[src/design/temp_sensor_average_window_alarm_unit_defines.svh]
// Assertion macros shared by the temperature alarm unit and its alarm submodule.
// Each file that asserts includes this header; the macros expect clk and rst_n in scope.
`ifndef TEMP_SENSOR_AVERAGE_WINDOW_ALARM_UNIT_DEFINES_SVH
`define TEMP_SENSOR_AVERAGE_WINDOW_ALARM_UNIT_DEFINES_SVH

// Same-cycle implication, checked outside reset.
`define TSA_ASSERT_IMPLY(lbl, ante, cons, msg) \
  lbl: assert property (@(posedge clk) disable iff (!rst_n) (ante) |-> (cons)) \
    else $error(msg);

// Next-cycle implication, checked outside reset.
`define TSA_ASSERT_NEXT(lbl, ante, cons, msg) \
  lbl: assert property (@(posedge clk) disable iff (!rst_n) (ante) |=> (cons)) \
    else $error(msg);

`endif

[src/design/tsa_pkg.sv]
// Shared types and constants of the temperature averaging and window alarm unit.
// Used by every module of the block; depends on nothing.
package tsa_pkg;

  localparam int TEMP_W      = 17;
  localparam int GAIN_W      = 16;
  localparam int HYST_W      = 16;
  localparam int BASE_W      = 16;
  localparam int SUM_W       = 18;
  localparam int MUL_CNT_W   = 4;
  localparam int DIV_CNT_W   = 5;
  localparam int SAMPLE_W    = 10;
  localparam int IN_DATA_W   = 16;
  localparam int OUT_DATA_W  = 40;
  localparam int CFG_ADDR_W  = 3;
  localparam int CFG_DATA_W  = 17;

  // Full-scale reading maps to 100 degrees in 1/256 degree units.
  localparam int BASE_SCALE  = 25600;
  // Zero point of the half-scale offset sensor, 50 degrees.
  localparam int HALF_SCALE  = 12800;

  localparam logic [TEMP_W-1:0] TEMP_MAX = 17'h0FFFF;
  localparam logic [TEMP_W-1:0] TEMP_MIN = 17'h10000;

  // Configuration register indexes.
  localparam logic [CFG_ADDR_W-1:0] REG_SENSOR_TYPE = 3'd0;
  localparam logic [CFG_ADDR_W-1:0] REG_GAIN_Q8     = 3'd1;
  localparam logic [CFG_ADDR_W-1:0] REG_OFFSET_T    = 3'd2;
  localparam logic [CFG_ADDR_W-1:0] REG_UPPER_LIMIT = 3'd3;
  localparam logic [CFG_ADDR_W-1:0] REG_LOWER_LIMIT = 3'd4;
  localparam logic [CFG_ADDR_W-1:0] REG_HYSTERESIS  = 3'd5;

  // Reset values of the configuration registers.
  localparam logic [GAIN_W-1:0] RST_GAIN_Q8     = 16'd256;
  localparam logic [TEMP_W-1:0] RST_UPPER_LIMIT = 17'd7680;
  localparam logic [TEMP_W-1:0] RST_LOWER_LIMIT = 17'd2560;
  localparam logic [HYST_W-1:0] RST_HYSTERESIS  = 16'd256;

  typedef struct packed {
    logic              sensor_type;
    logic [GAIN_W-1:0] gain_q8;
    logic [TEMP_W-1:0] offset_t;
  } cal_cfg_t;

  typedef struct packed {
    logic [TEMP_W-1:0] upper_limit;
    logic [TEMP_W-1:0] lower_limit;
    logic [HYST_W-1:0] hysteresis;
  } win_cfg_t;

  typedef struct packed {
    logic active;
    logic range_event;
  } alarm_stat_t;

  // Result payload, last field in the lowest bits.
  typedef struct packed {
    logic [3:0]        pad;
    logic              range_event;
    logic              alarm_active;
    logic [TEMP_W-1:0] avg_temp;
    logic [TEMP_W-1:0] inst_temp;
  } out_pay_t;

  typedef enum logic [2:0] {
    S_IDLE,
    S_INST,
    S_CMP,
    S_DIV,
    S_AVG,
    S_OUT
  } tsa_state_t;

endpackage

[src/design/tsa_div.sv]
// Bit-serial restoring divider of the window sum by the constant window length.
// Depends on tsa_pkg for the sum width.
module tsa_div
  import tsa_pkg::*;
#(
  parameter int SAMPLES_PER_AVG = 8
) (
  input  logic             clk,
  input  logic             rst_n,
  input  logic             start,
  input  logic [SUM_W-1:0] dividend,
  output logic             busy,
  output logic [SUM_W-1:0] quotient
);

  // The partial remainder stays below the divisor; one extra bit holds the trial value.
  localparam int REM_W = $clog2(SAMPLES_PER_AVG) + 2;
  localparam logic [REM_W-1:0] DIVISOR = REM_W'(SAMPLES_PER_AVG);
  localparam logic [DIV_CNT_W-1:0] LAST_STEP = DIV_CNT_W'(SUM_W - 1);

  logic [SUM_W-1:0]     dvd_r, dvd_nxt;
  logic [REM_W-1:0]     rem_r, rem_nxt;
  logic [DIV_CNT_W-1:0] cnt_r, cnt_nxt;
  logic                 busy_r, busy_nxt;
  logic [REM_W-1:0]     trial;
  logic                 fits;

  always_comb begin
    trial    = {rem_r[REM_W-2:0], dvd_r[SUM_W-1]};
    fits     = trial >= DIVISOR;
    dvd_nxt  = dvd_r;
    rem_nxt  = rem_r;
    cnt_nxt  = cnt_r;
    busy_nxt = busy_r;
    if (start) begin
      dvd_nxt  = dividend;
      rem_nxt  = '0;
      cnt_nxt  = '0;
      busy_nxt = 1'b1;
    end else if (busy_r) begin
      // Dividend bits leave at the top while quotient bits enter at the bottom.
      dvd_nxt = {dvd_r[SUM_W-2:0], fits};
      rem_nxt = fits ? trial - DIVISOR : trial;
      cnt_nxt = cnt_r + DIV_CNT_W'(1);
      if (cnt_r == LAST_STEP) begin
        busy_nxt = 1'b0;
      end
    end
  end

  always_ff @(posedge clk) begin
    if (!rst_n) begin
      busy_r <= 1'b0;
    end else begin
      busy_r <= busy_nxt;
    end
    dvd_r <= dvd_nxt;
    rem_r <= rem_nxt;
    cnt_r <= cnt_nxt;
  end

  assign busy     = busy_r;
  assign quotient = dvd_r;

endmodule

[src/design/tsa_conv.sv]
// Reading to temperature conversion: base value, bit-serial gain multiply,
// offset add and saturation. Depends on tsa_pkg for widths and the calibration struct.
module tsa_conv
  import tsa_pkg::*;
#(
  parameter int ADC_BITS = 10
) (
  input  logic                clk,
  input  logic                rst_n,
  input  logic                start,
  input  logic [ADC_BITS-1:0] reading,
  input  cal_cfg_t            cal,
  output logic                done,
  output logic [TEMP_W-1:0]   temp
);

  localparam int FULL_W = ADC_BITS + 15;
  localparam logic [MUL_CNT_W-1:0] LAST_STEP = MUL_CNT_W'(GAIN_W - 1);

  logic [FULL_W-1:0]    full;
  logic [14:0]          base_u;
  logic [BASE_W-1:0]    base_s;

  logic [BASE_W-1:0]    mcand_r, mcand_nxt;
  logic [BASE_W:0]      hi_r, hi_nxt;
  logic [GAIN_W-1:0]    lo_r, lo_nxt;
  logic [MUL_CNT_W-1:0] cnt_r, cnt_nxt;
  logic                 run_r, run_nxt;
  logic                 fin_r, fin_nxt;
  logic                 done_r, done_nxt;
  logic [TEMP_W-1:0]    temp_r, temp_nxt;

  logic [BASE_W:0]      addend;
  logic [BASE_W:0]      psum;
  logic [25:0]          tsum;
  logic                 in_range;

  // Base value: reading scaled so that full scale is 100 degrees, less 50 degrees
  // for the half-scale offset sensor. It always fits 16 bits signed.
  always_comb begin
    full   = FULL_W'(reading) * FULL_W'(BASE_SCALE);
    base_u = full[FULL_W-1:ADC_BITS];
    base_s = {1'b0, base_u} - (cal.sensor_type ? BASE_W'(HALF_SCALE) : BASE_W'(0));
  end

  // Shift-and-add over the gain bits, least significant first. The running high
  // half never grows past the multiplicand, so 17 bits suffice.
  always_comb begin
    addend = lo_r[0] ? {mcand_r[BASE_W-1], mcand_r} : '0;
    psum   = hi_r + addend;
    // Product shifted right by 8 is the high half and the top byte of the low half.
    tsum   = {hi_r[BASE_W], hi_r, lo_r[GAIN_W-1:8]}
             + {{9{cal.offset_t[TEMP_W-1]}}, cal.offset_t};
    in_range = (&tsum[25:16]) || !(|tsum[25:16]);
  end

  always_comb begin
    mcand_nxt = mcand_r;
    hi_nxt    = hi_r;
    lo_nxt    = lo_r;
    cnt_nxt   = cnt_r;
    run_nxt   = run_r;
    fin_nxt   = 1'b0;
    done_nxt  = 1'b0;
    temp_nxt  = temp_r;
    if (start) begin
      mcand_nxt = base_s;
      hi_nxt    = '0;
      lo_nxt    = cal.gain_q8;
      cnt_nxt   = '0;
      run_nxt   = 1'b1;
    end else if (run_r) begin
      hi_nxt  = {psum[BASE_W], psum[BASE_W:1]};
      lo_nxt  = {psum[0], lo_r[GAIN_W-1:1]};
      cnt_nxt = cnt_r + MUL_CNT_W'(1);
      if (cnt_r == LAST_STEP) begin
        run_nxt = 1'b0;
        fin_nxt = 1'b1;
      end
    end
    if (fin_r) begin
      done_nxt = 1'b1;
      if (in_range) begin
        temp_nxt = tsum[TEMP_W-1:0];
      end else begin
        temp_nxt = tsum[25] ? TEMP_MIN : TEMP_MAX;
      end
    end
  end

  always_ff @(posedge clk) begin
    if (!rst_n) begin
      run_r  <= 1'b0;
      fin_r  <= 1'b0;
      done_r <= 1'b0;
    end else begin
      run_r  <= run_nxt;
      fin_r  <= fin_nxt;
      done_r <= done_nxt;
    end
    mcand_r <= mcand_nxt;
    hi_r    <= hi_nxt;
    lo_r    <= lo_nxt;
    cnt_r   <= cnt_nxt;
    temp_r  <= temp_nxt;
  end

  assign done = done_r;
  assign temp = temp_r;

endmodule

[src/design/tsa_alarm.sv]
// Window comparator with hysteresis and the armed flags that make entry and exit events one-shot.
// Depends on tsa_pkg and the assertion macro header.
`include "temp_sensor_average_window_alarm_unit_defines.svh"

module tsa_alarm
  import tsa_pkg::*;
(
  input  logic              clk,
  input  logic              rst_n,
  input  logic              strobe,
  input  logic [TEMP_W-1:0] temp,
  input  win_cfg_t          win,
  output alarm_stat_t       stat
);

  localparam int CMP_W = TEMP_W + 2;

  logic signed [CMP_W-1:0] t_s, up_s, lo_s, h_s;
  logic signed [CMP_W-1:0] up_wide, lo_wide, up_narrow, lo_narrow;
  logic                    out_range, in_range;

  logic alarm_r, alarm_nxt;
  logic high_armed_r, high_armed_nxt;
  logic low_armed_r, low_armed_nxt;
  logic event_r, event_nxt;

  // Limits are compared at full precision, so two guard bits keep the sums exact.
  always_comb begin
    t_s       = $signed({{2{temp[TEMP_W-1]}}, temp});
    up_s      = $signed({{2{win.upper_limit[TEMP_W-1]}}, win.upper_limit});
    lo_s      = $signed({{2{win.lower_limit[TEMP_W-1]}}, win.lower_limit});
    h_s       = $signed({3'b000, win.hysteresis});
    up_wide   = up_s + h_s;
    lo_wide   = lo_s - h_s;
    up_narrow = up_s - h_s;
    lo_narrow = lo_s + h_s;
    out_range = (t_s > up_wide) || (t_s < lo_wide);
    in_range  = (t_s < up_narrow) && (t_s > lo_narrow);
  end

  // When the regions overlap, the out-of-range test takes priority.
  always_comb begin
    alarm_nxt      = alarm_r;
    high_armed_nxt = high_armed_r;
    low_armed_nxt  = low_armed_r;
    event_nxt      = event_r;
    if (strobe) begin
      event_nxt = 1'b0;
      if (out_range) begin
        if (high_armed_r) begin
          high_armed_nxt = 1'b0;
          low_armed_nxt  = 1'b1;
          alarm_nxt      = 1'b1;
          event_nxt      = 1'b1;
        end
      end else if (in_range) begin
        if (low_armed_r) begin
          low_armed_nxt  = 1'b0;
          high_armed_nxt = 1'b1;
          alarm_nxt      = 1'b0;
          event_nxt      = 1'b1;
        end
      end
    end
  end

  always_ff @(posedge clk) begin
    if (!rst_n) begin
      alarm_r      <= 1'b0;
      high_armed_r <= 1'b1;
      low_armed_r  <= 1'b1;
      event_r      <= 1'b0;
    end else begin
      alarm_r      <= alarm_nxt;
      high_armed_r <= high_armed_nxt;
      low_armed_r  <= low_armed_nxt;
      event_r      <= event_nxt;
    end
  end

  assign stat.active      = alarm_r;
  assign stat.range_event = event_r;

  `TSA_ASSERT_IMPLY(a_alarm_disarms_high, alarm_r, !high_armed_r && low_armed_r, "alarm set while high entry still armed")
  `TSA_ASSERT_NEXT(a_exit_sets_alarm, strobe && out_range && high_armed_r, alarm_r && event_r, "armed exit did not raise the alarm")
  `TSA_ASSERT_NEXT(a_entry_clears_alarm, strobe && !out_range && in_range && low_armed_r, !alarm_r && event_r, "armed entry did not clear the alarm")

endmodule

[src/design/temp_sensor_average_window_alarm_unit.sv]
// Temperature sensor front end: each ADC sample accepted on the input stream yields one
// result transaction with the converted temperature, the window alarm level and a one-shot
// range event, and every SAMPLES_PER_AVG samples also the converted block average (flagged
// by out_tuser). Samples are handled one at a time. A result is formed by the 16-step
// bit-serial gain multiplier plus the saturation, capture, compare and output steps. For a
// sample that completes a window, the 18-step serial divider forms the average while the
// sample itself converts, and the same multiplier then converts the average. A new sample
// is accepted as soon as the previous one has been placed in the output register, even
// while that result still waits for out_tready; the next result then waits in its output
// step until the register frees up. Configuration writes are expected only while the block
// is idle. Depends on tsa_pkg, tsa_conv, tsa_div and tsa_alarm.
`include "temp_sensor_average_window_alarm_unit_defines.svh"

module temp_sensor_average_window_alarm_unit
  import tsa_pkg::*;
#(
  parameter int SAMPLES_PER_AVG = 8,
  parameter int ADC_BITS        = 10
) (
  input  logic                  clk,
  input  logic                  rst_n,
  input  logic                  in_tvalid,
  output logic                  in_tready,
  input  logic [IN_DATA_W-1:0]  in_tdata,   // [9:0] adc_sample, [15:10] zero
  output logic                  out_tvalid,
  input  logic                  out_tready,
  output logic [OUT_DATA_W-1:0] out_tdata,  // [16:0] inst_temp, [33:17] avg_temp,
                                            // [34] alarm_active, [35] range_event, [39:36] zero
  output logic                  out_tuser,  // [0] avg_valid
  input  logic                  cfg_we,
  input  logic [CFG_ADDR_W-1:0] cfg_addr,
  input  logic [CFG_DATA_W-1:0] cfg_wdata
);

  // The sample counter needs at least one bit even for a window of one.
  localparam int CNT_W = (SAMPLES_PER_AVG > 1) ? $clog2(SAMPLES_PER_AVG) : 1;
  localparam logic [CNT_W-1:0] LAST_COUNT = CNT_W'(SAMPLES_PER_AVG - 1);

  // Configuration registers.
  logic              sensor_type_r, sensor_type_nxt;
  logic [GAIN_W-1:0] gain_q8_r, gain_q8_nxt;
  logic [TEMP_W-1:0] offset_t_r, offset_t_nxt;
  logic [TEMP_W-1:0] upper_limit_r, upper_limit_nxt;
  logic [TEMP_W-1:0] lower_limit_r, lower_limit_nxt;
  logic [HYST_W-1:0] hysteresis_r, hysteresis_nxt;

  // Sequencer and datapath state.
  tsa_state_t        state_r, state_nxt;
  logic [SUM_W-1:0]  sum_r, sum_nxt;
  logic [CNT_W-1:0]  count_r, count_nxt;
  logic              win_r, win_nxt;
  logic [TEMP_W-1:0] inst_r, inst_nxt;
  logic [TEMP_W-1:0] avg_r, avg_nxt;
  out_pay_t          out_pay_r, out_pay_nxt;
  logic              out_valid_r, out_valid_nxt;
  logic              out_avg_valid_r, out_avg_valid_nxt;

  logic                accept;
  logic [ADC_BITS-1:0] reading_in;
  logic                window_hit;
  logic [SUM_W-1:0]    sum_new;

  logic                ready_int;
  logic                conv_start;
  logic [ADC_BITS-1:0] conv_reading;
  logic                conv_done;
  logic [TEMP_W-1:0]   conv_temp;
  logic                div_start;
  logic                div_busy;
  logic [SUM_W-1:0]    div_quot;
  logic                alarm_strobe;
  logic                out_load;

  cal_cfg_t            cal;
  win_cfg_t            win;
  alarm_stat_t         alarm_stat;

  // Only the low ADC_BITS bits of the sample are significant.
  assign reading_in = ADC_BITS'(in_tdata[SAMPLE_W-1:0]);
  assign accept     = in_tvalid && ready_int;
  assign window_hit = (count_r == LAST_COUNT);
  assign sum_new    = sum_r + SUM_W'(reading_in);

  assign cal.sensor_type = sensor_type_r;
  assign cal.gain_q8     = gain_q8_r;
  assign cal.offset_t    = offset_t_r;
  assign win.upper_limit = upper_limit_r;
  assign win.lower_limit = lower_limit_r;
  assign win.hysteresis  = hysteresis_r;

  // Configuration write decoder; writes to unknown indexes are dropped.
  always_comb begin
    sensor_type_nxt = sensor_type_r;
    gain_q8_nxt     = gain_q8_r;
    offset_t_nxt    = offset_t_r;
    upper_limit_nxt = upper_limit_r;
    lower_limit_nxt = lower_limit_r;
    hysteresis_nxt  = hysteresis_r;
    if (cfg_we) begin
      unique case (cfg_addr)
        REG_SENSOR_TYPE: sensor_type_nxt = cfg_wdata[0];
        REG_GAIN_Q8:     gain_q8_nxt     = cfg_wdata[GAIN_W-1:0];
        REG_OFFSET_T:    offset_t_nxt    = cfg_wdata;
        REG_UPPER_LIMIT: upper_limit_nxt = cfg_wdata;
        REG_LOWER_LIMIT: lower_limit_nxt = cfg_wdata;
        REG_HYSTERESIS:  hysteresis_nxt  = cfg_wdata[HYST_W-1:0];
        default: begin
        end
      endcase
    end
  end

  // Next state. A sample runs: convert, compare, optionally divide and convert
  // the average, then wait for the output register.
  always_comb begin
    state_nxt = state_r;
    unique case (state_r)
      S_IDLE: if (in_tvalid) state_nxt = S_INST;
      S_INST: if (conv_done) state_nxt = S_CMP;
      S_CMP:  state_nxt = win_r ? S_DIV : S_OUT;
      S_DIV:  if (!div_busy) state_nxt = S_AVG;
      S_AVG:  if (conv_done) state_nxt = S_OUT;
      S_OUT:  if (!out_valid_r || out_tready) state_nxt = S_IDLE;
      default: state_nxt = S_IDLE;
    endcase
  end

  // Sequencer outputs.
  always_comb begin
    ready_int    = 1'b0;
    conv_start   = 1'b0;
    conv_reading = reading_in;
    alarm_strobe = 1'b0;
    out_load     = 1'b0;
    unique case (state_r)
      S_IDLE: begin
        ready_int  = 1'b1;
        conv_start = in_tvalid;
      end
      S_INST: begin
      end
      S_CMP: alarm_strobe = 1'b1;
      S_DIV: begin
        // The average of a window never exceeds the reading range, so the low
        // quotient bits carry it whole.
        conv_start   = !div_busy;
        conv_reading = div_quot[ADC_BITS-1:0];
      end
      S_AVG: begin
      end
      S_OUT: out_load = !out_valid_r || out_tready;
      default: begin
      end
    endcase
  end

  assign div_start = accept && window_hit;

  // Window accumulation and result staging.
  always_comb begin
    sum_nxt           = sum_r;
    count_nxt         = count_r;
    win_nxt           = win_r;
    inst_nxt          = inst_r;
    avg_nxt           = avg_r;
    out_pay_nxt       = out_pay_r;
    out_avg_valid_nxt = out_avg_valid_r;
    out_valid_nxt     = out_valid_r && !out_tready;

    if (accept) begin
      if (window_hit) begin
        sum_nxt   = '0;
        count_nxt = '0;
        win_nxt   = 1'b1;
      end else begin
        sum_nxt   = sum_new;
        count_nxt = count_r + CNT_W'(1);
        win_nxt   = 1'b0;
      end
    end

    if (state_r == S_INST && conv_done) begin
      inst_nxt = conv_temp;
    end
    if (state_r == S_AVG && conv_done) begin
      avg_nxt = conv_temp;
    end

    if (out_load) begin
      out_valid_nxt            = 1'b1;
      out_avg_valid_nxt        = win_r;
      out_pay_nxt.pad          = '0;
      out_pay_nxt.range_event  = alarm_stat.range_event;
      out_pay_nxt.alarm_active = alarm_stat.active;
      out_pay_nxt.avg_temp     = win_r ? avg_r : '0;
      out_pay_nxt.inst_temp    = inst_r;
    end
  end

  always_ff @(posedge clk) begin
    if (!rst_n) begin
      sensor_type_r <= 1'b0;
      gain_q8_r     <= RST_GAIN_Q8;
      offset_t_r    <= '0;
      upper_limit_r <= RST_UPPER_LIMIT;
      lower_limit_r <= RST_LOWER_LIMIT;
      hysteresis_r  <= RST_HYSTERESIS;
      state_r       <= S_IDLE;
      sum_r         <= '0;
      count_r       <= '0;
      win_r         <= 1'b0;
      out_valid_r   <= 1'b0;
    end else begin
      sensor_type_r <= sensor_type_nxt;
      gain_q8_r     <= gain_q8_nxt;
      offset_t_r    <= offset_t_nxt;
      upper_limit_r <= upper_limit_nxt;
      lower_limit_r <= lower_limit_nxt;
      hysteresis_r  <= hysteresis_nxt;
      state_r       <= state_nxt;
      sum_r         <= sum_nxt;
      count_r       <= count_nxt;
      win_r         <= win_nxt;
      out_valid_r   <= out_valid_nxt;
    end
    inst_r          <= inst_nxt;
    avg_r           <= avg_nxt;
    out_pay_r       <= out_pay_nxt;
    out_avg_valid_r <= out_avg_valid_nxt;
  end

  tsa_conv #(
    .ADC_BITS (ADC_BITS)
  ) u_conv (
    .clk     (clk),
    .rst_n   (rst_n),
    .start   (conv_start),
    .reading (conv_reading),
    .cal     (cal),
    .done    (conv_done),
    .temp    (conv_temp)
  );

  tsa_div #(
    .SAMPLES_PER_AVG (SAMPLES_PER_AVG)
  ) u_div (
    .clk      (clk),
    .rst_n    (rst_n),
    .start    (div_start),
    .dividend (sum_new),
    .busy     (div_busy),
    .quotient (div_quot)
  );

  tsa_alarm u_alarm (
    .clk    (clk),
    .rst_n  (rst_n),
    .strobe (alarm_strobe),
    .temp   (inst_r),
    .win    (win),
    .stat   (alarm_stat)
  );

  assign in_tready  = ready_int;
  assign out_tvalid = out_valid_r;
  assign out_tdata  = out_pay_r;
  assign out_tuser  = out_avg_valid_r;

  `TSA_ASSERT_IMPLY(a_div_idle_when_idle, state_r == S_IDLE, !div_busy, "divider still busy with no sample in work")
  `TSA_ASSERT_IMPLY(a_count_in_window, 1'b1, count_r <= LAST_COUNT, "sample count ran past the window length")
  `TSA_ASSERT_IMPLY(a_avg_zero_unflagged, out_valid_r && !out_avg_valid_r, out_pay_r.avg_temp == '0, "average field not zero without a completed window")

endmodule

[config.mk]
export PLATFORM = sky130hd
export DESIGN_NAME = temp_sensor_average_window_alarm_unit
export DESIGN_NICKNAME = d
export VERILOG_FILES = /design/src/design/tsa_pkg.sv /design/src/design/tsa_div.sv /design/src/design/tsa_conv.sv /design/src/design/tsa_alarm.sv /design/src/design/temp_sensor_average_window_alarm_unit.sv
export VERILOG_INCLUDE_DIRS = /design/src /design/src/design
export SDC_FILE = /design/constraint.sdc
export NUM_CORES = 1
export LEC_CHECK = 0
export BUFFER_PORTS_ARGS = -buffer_cell sky130_fd_sc_hd__clkbuf_2
export CORE_ASPECT_RATIO = 2
export CORE_MARGIN = 2
export CORE_UTILIZATION = 35
export CTS_BUF_LIST = sky130_fd_sc_hd__clkbuf_8
export DETAILED_ROUTE_END_ITERATION = 8
export PLACE_DENSITY_LB_ADDON = 0.05
export SLEW_MARGIN = 10
export SYNTH_ARGS = -nofsm -noshare
export SYNTH_HDL_FRONTEND = slang
export SYNTH_SLANG_ARGS = --single-unit
[constraint.sdc]
create_clock -name clk -period 10.4 [get_ports clk]
set_clock_uncertainty 0.05 [all_clocks]
set_input_delay 0 -clock clk [delete_from_list [all_inputs] [get_ports clk]]
set_output_delay 0 -clock clk [all_outputs]
set_load 0.01 [all_outputs]
==> results.py <==
metrics = {
    "outcome": {
        "status": "completed",
    },
    "timing": {
        "grt_setup_unrepaired": "false",
        "max-slew-margin-rel_pct": 18.0,
        "worst_slew_pin_slew_ps": 1230,
        "finalSetupTns_ps": 0,
        "period_needed_ps": 5660,
        "finalHoldViolations": 0,
        "final_max_slew_viol_count": 0,
        "finalCritPeriodShare_pct": 54.4,
        "fmax_mhz": 177,
        "finalWorstSetupSlack_ps": 4740,
        "setup_viol": 0,
    },
    "placement": {
        "place_congestion": 0.836,
        "dp.cells": 2651,
        "post_dp_cell_area_mm2": 0.0197,
        "dp_hpwl_mm": 42.6,
        "dp_slack_ps": 4710,
        "io_buffers": 73,
    },
    "power_and_ir_drop": {
        "p_seq_share_pct": 43.6,
        "p_int_mw": 2.09,
        "ir_drop_mv": 0.0873,
        "sw_frac_of_total_pct": 29.7,
        "clkPwrFrac_pct": 35.2,
        "p_per_area_mw_per_mm2": 141,
        "p_leak_nw": 8.72,
        "power_switching_mw": 0.884,
        "power.combinational.fraction_pct": 21.3,
    },
    "clock_network": {
        "clk_latency_ps": 620,
        "root_buffer": "clkbuf_8",
        "cts_tree": "done",
        "cts.sinks": 285,
        "numCtsBuffers": 48,
        "clk_pin_slew_ps": 60,
        "clk_path_buf_depth": 3,
        "cts_resized": 0,
        "cts_max_level": 2,
    },
    "synth": {
        "synth_top_area_share_pct": 22.3,
        "synth-edff-count": 138,
        "ys_warn_count": 0,
        "avgSynthCellArea_um2": 9.43,
        "synth-seq-cells": 285,
        "synth_area_mm2": 0.0186,
        "yosys.area.top_type": "edfxtp_1",
        "ys_top_cells_by_count": "nand2_1 (262), ha_1 (222), dfxtp_1 (147)",
        "yosysMostFrequentCell": "nand2_1",
        "async_reset_ff_share_pct": 0,
        "synthFlopType": "dfxtp_1",
        "synth.area.top_cells": "edfxtp_1 (22%), dfxtp_1 (16%), ha_1 (15%), nand2_1 (5.3%), xnor2_1 (4.1%)",
        "seq_area_frac_synth_pct": 38.1,
        "synth.distinct_cells": 79,
        "syn_inst": 1975,
    },
    "route": {
        "drc": 0,
        "finalWirelength_mm": 54.3,
        "wire_per_inst_um": 19.5,
        "vias": 14300,
        "drtIter0Drc": 536,
        "firstDrtPassIters": 4,
        "ant_nets": 0,
        "viasPerCell": 5.15,
    },
    "min_path": {
        "worst_hold_path.endpoint": "u_div.quotient[3]",
        "hold_depth": 5,
        "hold_class": "input pin to register",
        "hp-start": "in_tdata[3]",
    },
    "worst_setup_path": {
        "critPathBufInv": 1,
        "timing.rr.start": "hysteresis_r[1]",
        "worstPathCellList": "inv_1 > ha_1 > nand2b_1 > a21oi_1 > nor2_1 > o21ai_0 > a221oi_1 > o311a_1 > o41ai_2 > nor4_1 > a211oi_1 > ha_1 > nand4_1 > nor4_1 > o21ai_0 > nand2_1 > a2111oi_0 > xnor2_1 > a31oi_1 > or4_1 > a31oi_1",
        "cp_top_family": "compound AO/OA/AOI/OAI gates",
        "cp.required_ps": 10880,
        "critical_path.max_fanout": 6,
        "r2r_slack_ps": 4740,
        "r2r_end": "u_alarm.event_r",
        "max_stage_delay_ps": 510,
        "setup.worst_path.class": "register to register",
        "worst_ep_arrival_time_ps": 6140,
        "critPathSlowestCell": "o41ai_2",
        "reg2regPathDepth": 21,
        "start_kind": "register",
        "crit_path_end_kind": "register",
    },
    "cells_and_area": {
        "drive_gt1_share_pct": 9.38,
        "stdcell_area_mm2": 0.0210,
        "syn_to_final_growth_pct": 13.0,
        "instances_no_fill": 2778,
        "fill_cells": 5352,
        "nets": 2352,
        "utilization_pct": 40.0,
    },
    "global_route": {
        "grt_util_met2_pct": 40.7,
        "grt_max_degree": 103,
        "antenna_found_initial": 1,
        "grt_usage_pct": 19.5,
        "grt_pass1_vias": 14800,
        "grt_pass1_wl_mm": 82.4,
        "grtUsageMet1_pct": 17.5,
        "overflow": 0,
        "top_usage_layer": "met2",
        "met3_usage_pct": 2.14,
    },
    "floorplan": {
        "die_y_um": 330,
        "die_width_um": 167,
        "fp.dieArea_mm2": 0.0552,
        "initial_core_util_pct": 35.4,
        "placementRows": 119,
        "ioPinCount": 84,
        "core_mm2": 0.0526,
    },
    "job": {
        "maxCapViolations": 0,
    },
}
-- logic make-up after synthesis --
| family | count (synthesis) | synth area share, % |
|---|---|---|
| flip-flops | 285 | 38.1 |
| other | 1 | 0.0201 |
| multiplexers | 47 | 2.65 |
| buffers and inverters | 188 | 3.92 |
| adder cells (fa/ha/maj) | 238 | 16.6 |
| XOR/XNOR | 121 | 5.69 |
| AND/OR/NAND/NOR | 653 | 16.7 |
| AO/OA/AOI/OAI | 442 | 16.3 |
-- per-stage QoR --
stage	total power [mW]	hold WS, ps
after detailed placement	1.95	280
after CTS	3.03	40.1
after global routing	3.15	77.1
after global placement	1.94	267
after floorplan	1.78	74.0
final	2.97	69.0
-- state kept, by name (all words and copies together) (netlist names), 3 cells and up --
register / count
u_conv.lo_r: 16
count_r: 3
avg_r: 17
upper_limit_r: 17
u_div.cnt_r: 5
state_r: 3
u_conv.mcand_r: 16
sum_r: 18
u_conv.cnt_r: 4
u_conv.hi_r: 16
offset_t_r: 17
u_conv.temp: 17
out_tdata: 36
hysteresis_r: 16
u_div.rem_r: 4
lower_limit_r: 17
inst_r: 17
u_div.quotient: 18
gain_q8_r: 16
-- routing by layer --
metal  share of wire, %  vias up  wire [um]
met5                  0        -          0
met4                6.0        0       3250
met3                2.2      107       1200
met2                 58      197      31300
met1                 34     6778      18600
li1                   -     7213          -
-- cell type report --
class / count / area [um^2] / share of cell area (%)
Clock inverter: 34 / 231 / 1.10
Timing Repair Buffer: 125 / 851 / 4.05
Clock buffer: 55 / 757 / 3.60
Sequential cell: 285 / 7090 / 33.7
Multi-Input combinational cell: 1505 / 10900 / 51.7
Inverter: 108 / 405 / 1.93
Antenna cell: 1 / 2.50 / 0.0119
Tap cell: 665 / 832 / 3.96
-- worst max path at each step --
stage	start	to	slack, ps	cells after the start
after floorplan	hysteresis_r[0]	u_alarm.event_r	5740	21
after CTS	hysteresis_r[1]	u_alarm.event_r	4670	21
after global routing	hysteresis_r[1]	u_alarm.event_r	4270	21
final	hysteresis_r[1]	u_alarm.event_r	4740	21
after global placement	hysteresis_r[1]	u_alarm.event_r	4770	21
after detailed placement	hysteresis_r[1]	u_alarm.event_r	4710	21
-- worst register-to-register path, stage by stage, from the launching register on --
cell and delay (ps):
dfxtp_1 450, inv_1 200, ha_1 340, nand2b_1 140
a21oi_1 170, nor2_1 80, o21ai_0 260, a221oi_1 220
o311a_1 440, o41ai_2 520, nor4_1 90, a211oi_1 270
ha_1 300, nand4_1 180, nor4_1 90, o21ai_0 140
nand2_1 80, a2111oi_0 500, xnor2_1 210, a31oi_1 140
or4_1 510, a31oi_1 190
-- placed cells by master, fill, tap and decap left out, drive strengths merged, types with 13 or more instances in the layout --
master       instances
a21boi              85
a21o                45
a21oi               94
a31oi               14
and2                45
buf                 16
clkbuf             127
clkinv              14
dfxtp              147
dlygate4sd3         37
edfxtp             138
fa                  16
ha                 222
inv                124
mux2                18
mux2i               29
nand2              262
nand2b              19
nand3               49
nand3b              13
nand4               22
nor2               112
nor2b               34
nor3                35
nor3b               13
o211ai              21
o21a                16
o21ai               68
o21bai              20
or3                 13
xnor2               88
xor2                33
-- repair_timing --
item | CTS | global route
buffers inserted | 0 | 0
hold buffers | 37 | 0
endpoints found under the hold margin | 126 | 0
-- power groups by stage --
stage               clock (mW)  sequential (mW)  combinational [mW]
global route              1.13             1.30               0.716
detailed placement           0             1.32               0.627
global placement             0             1.32               0.619
finish                    1.05             1.30               0.632
floorplan                    0             1.30               0.484
CTS                       1.09             1.30               0.642
Note: power is estimated with default switching activity, not from simulation.
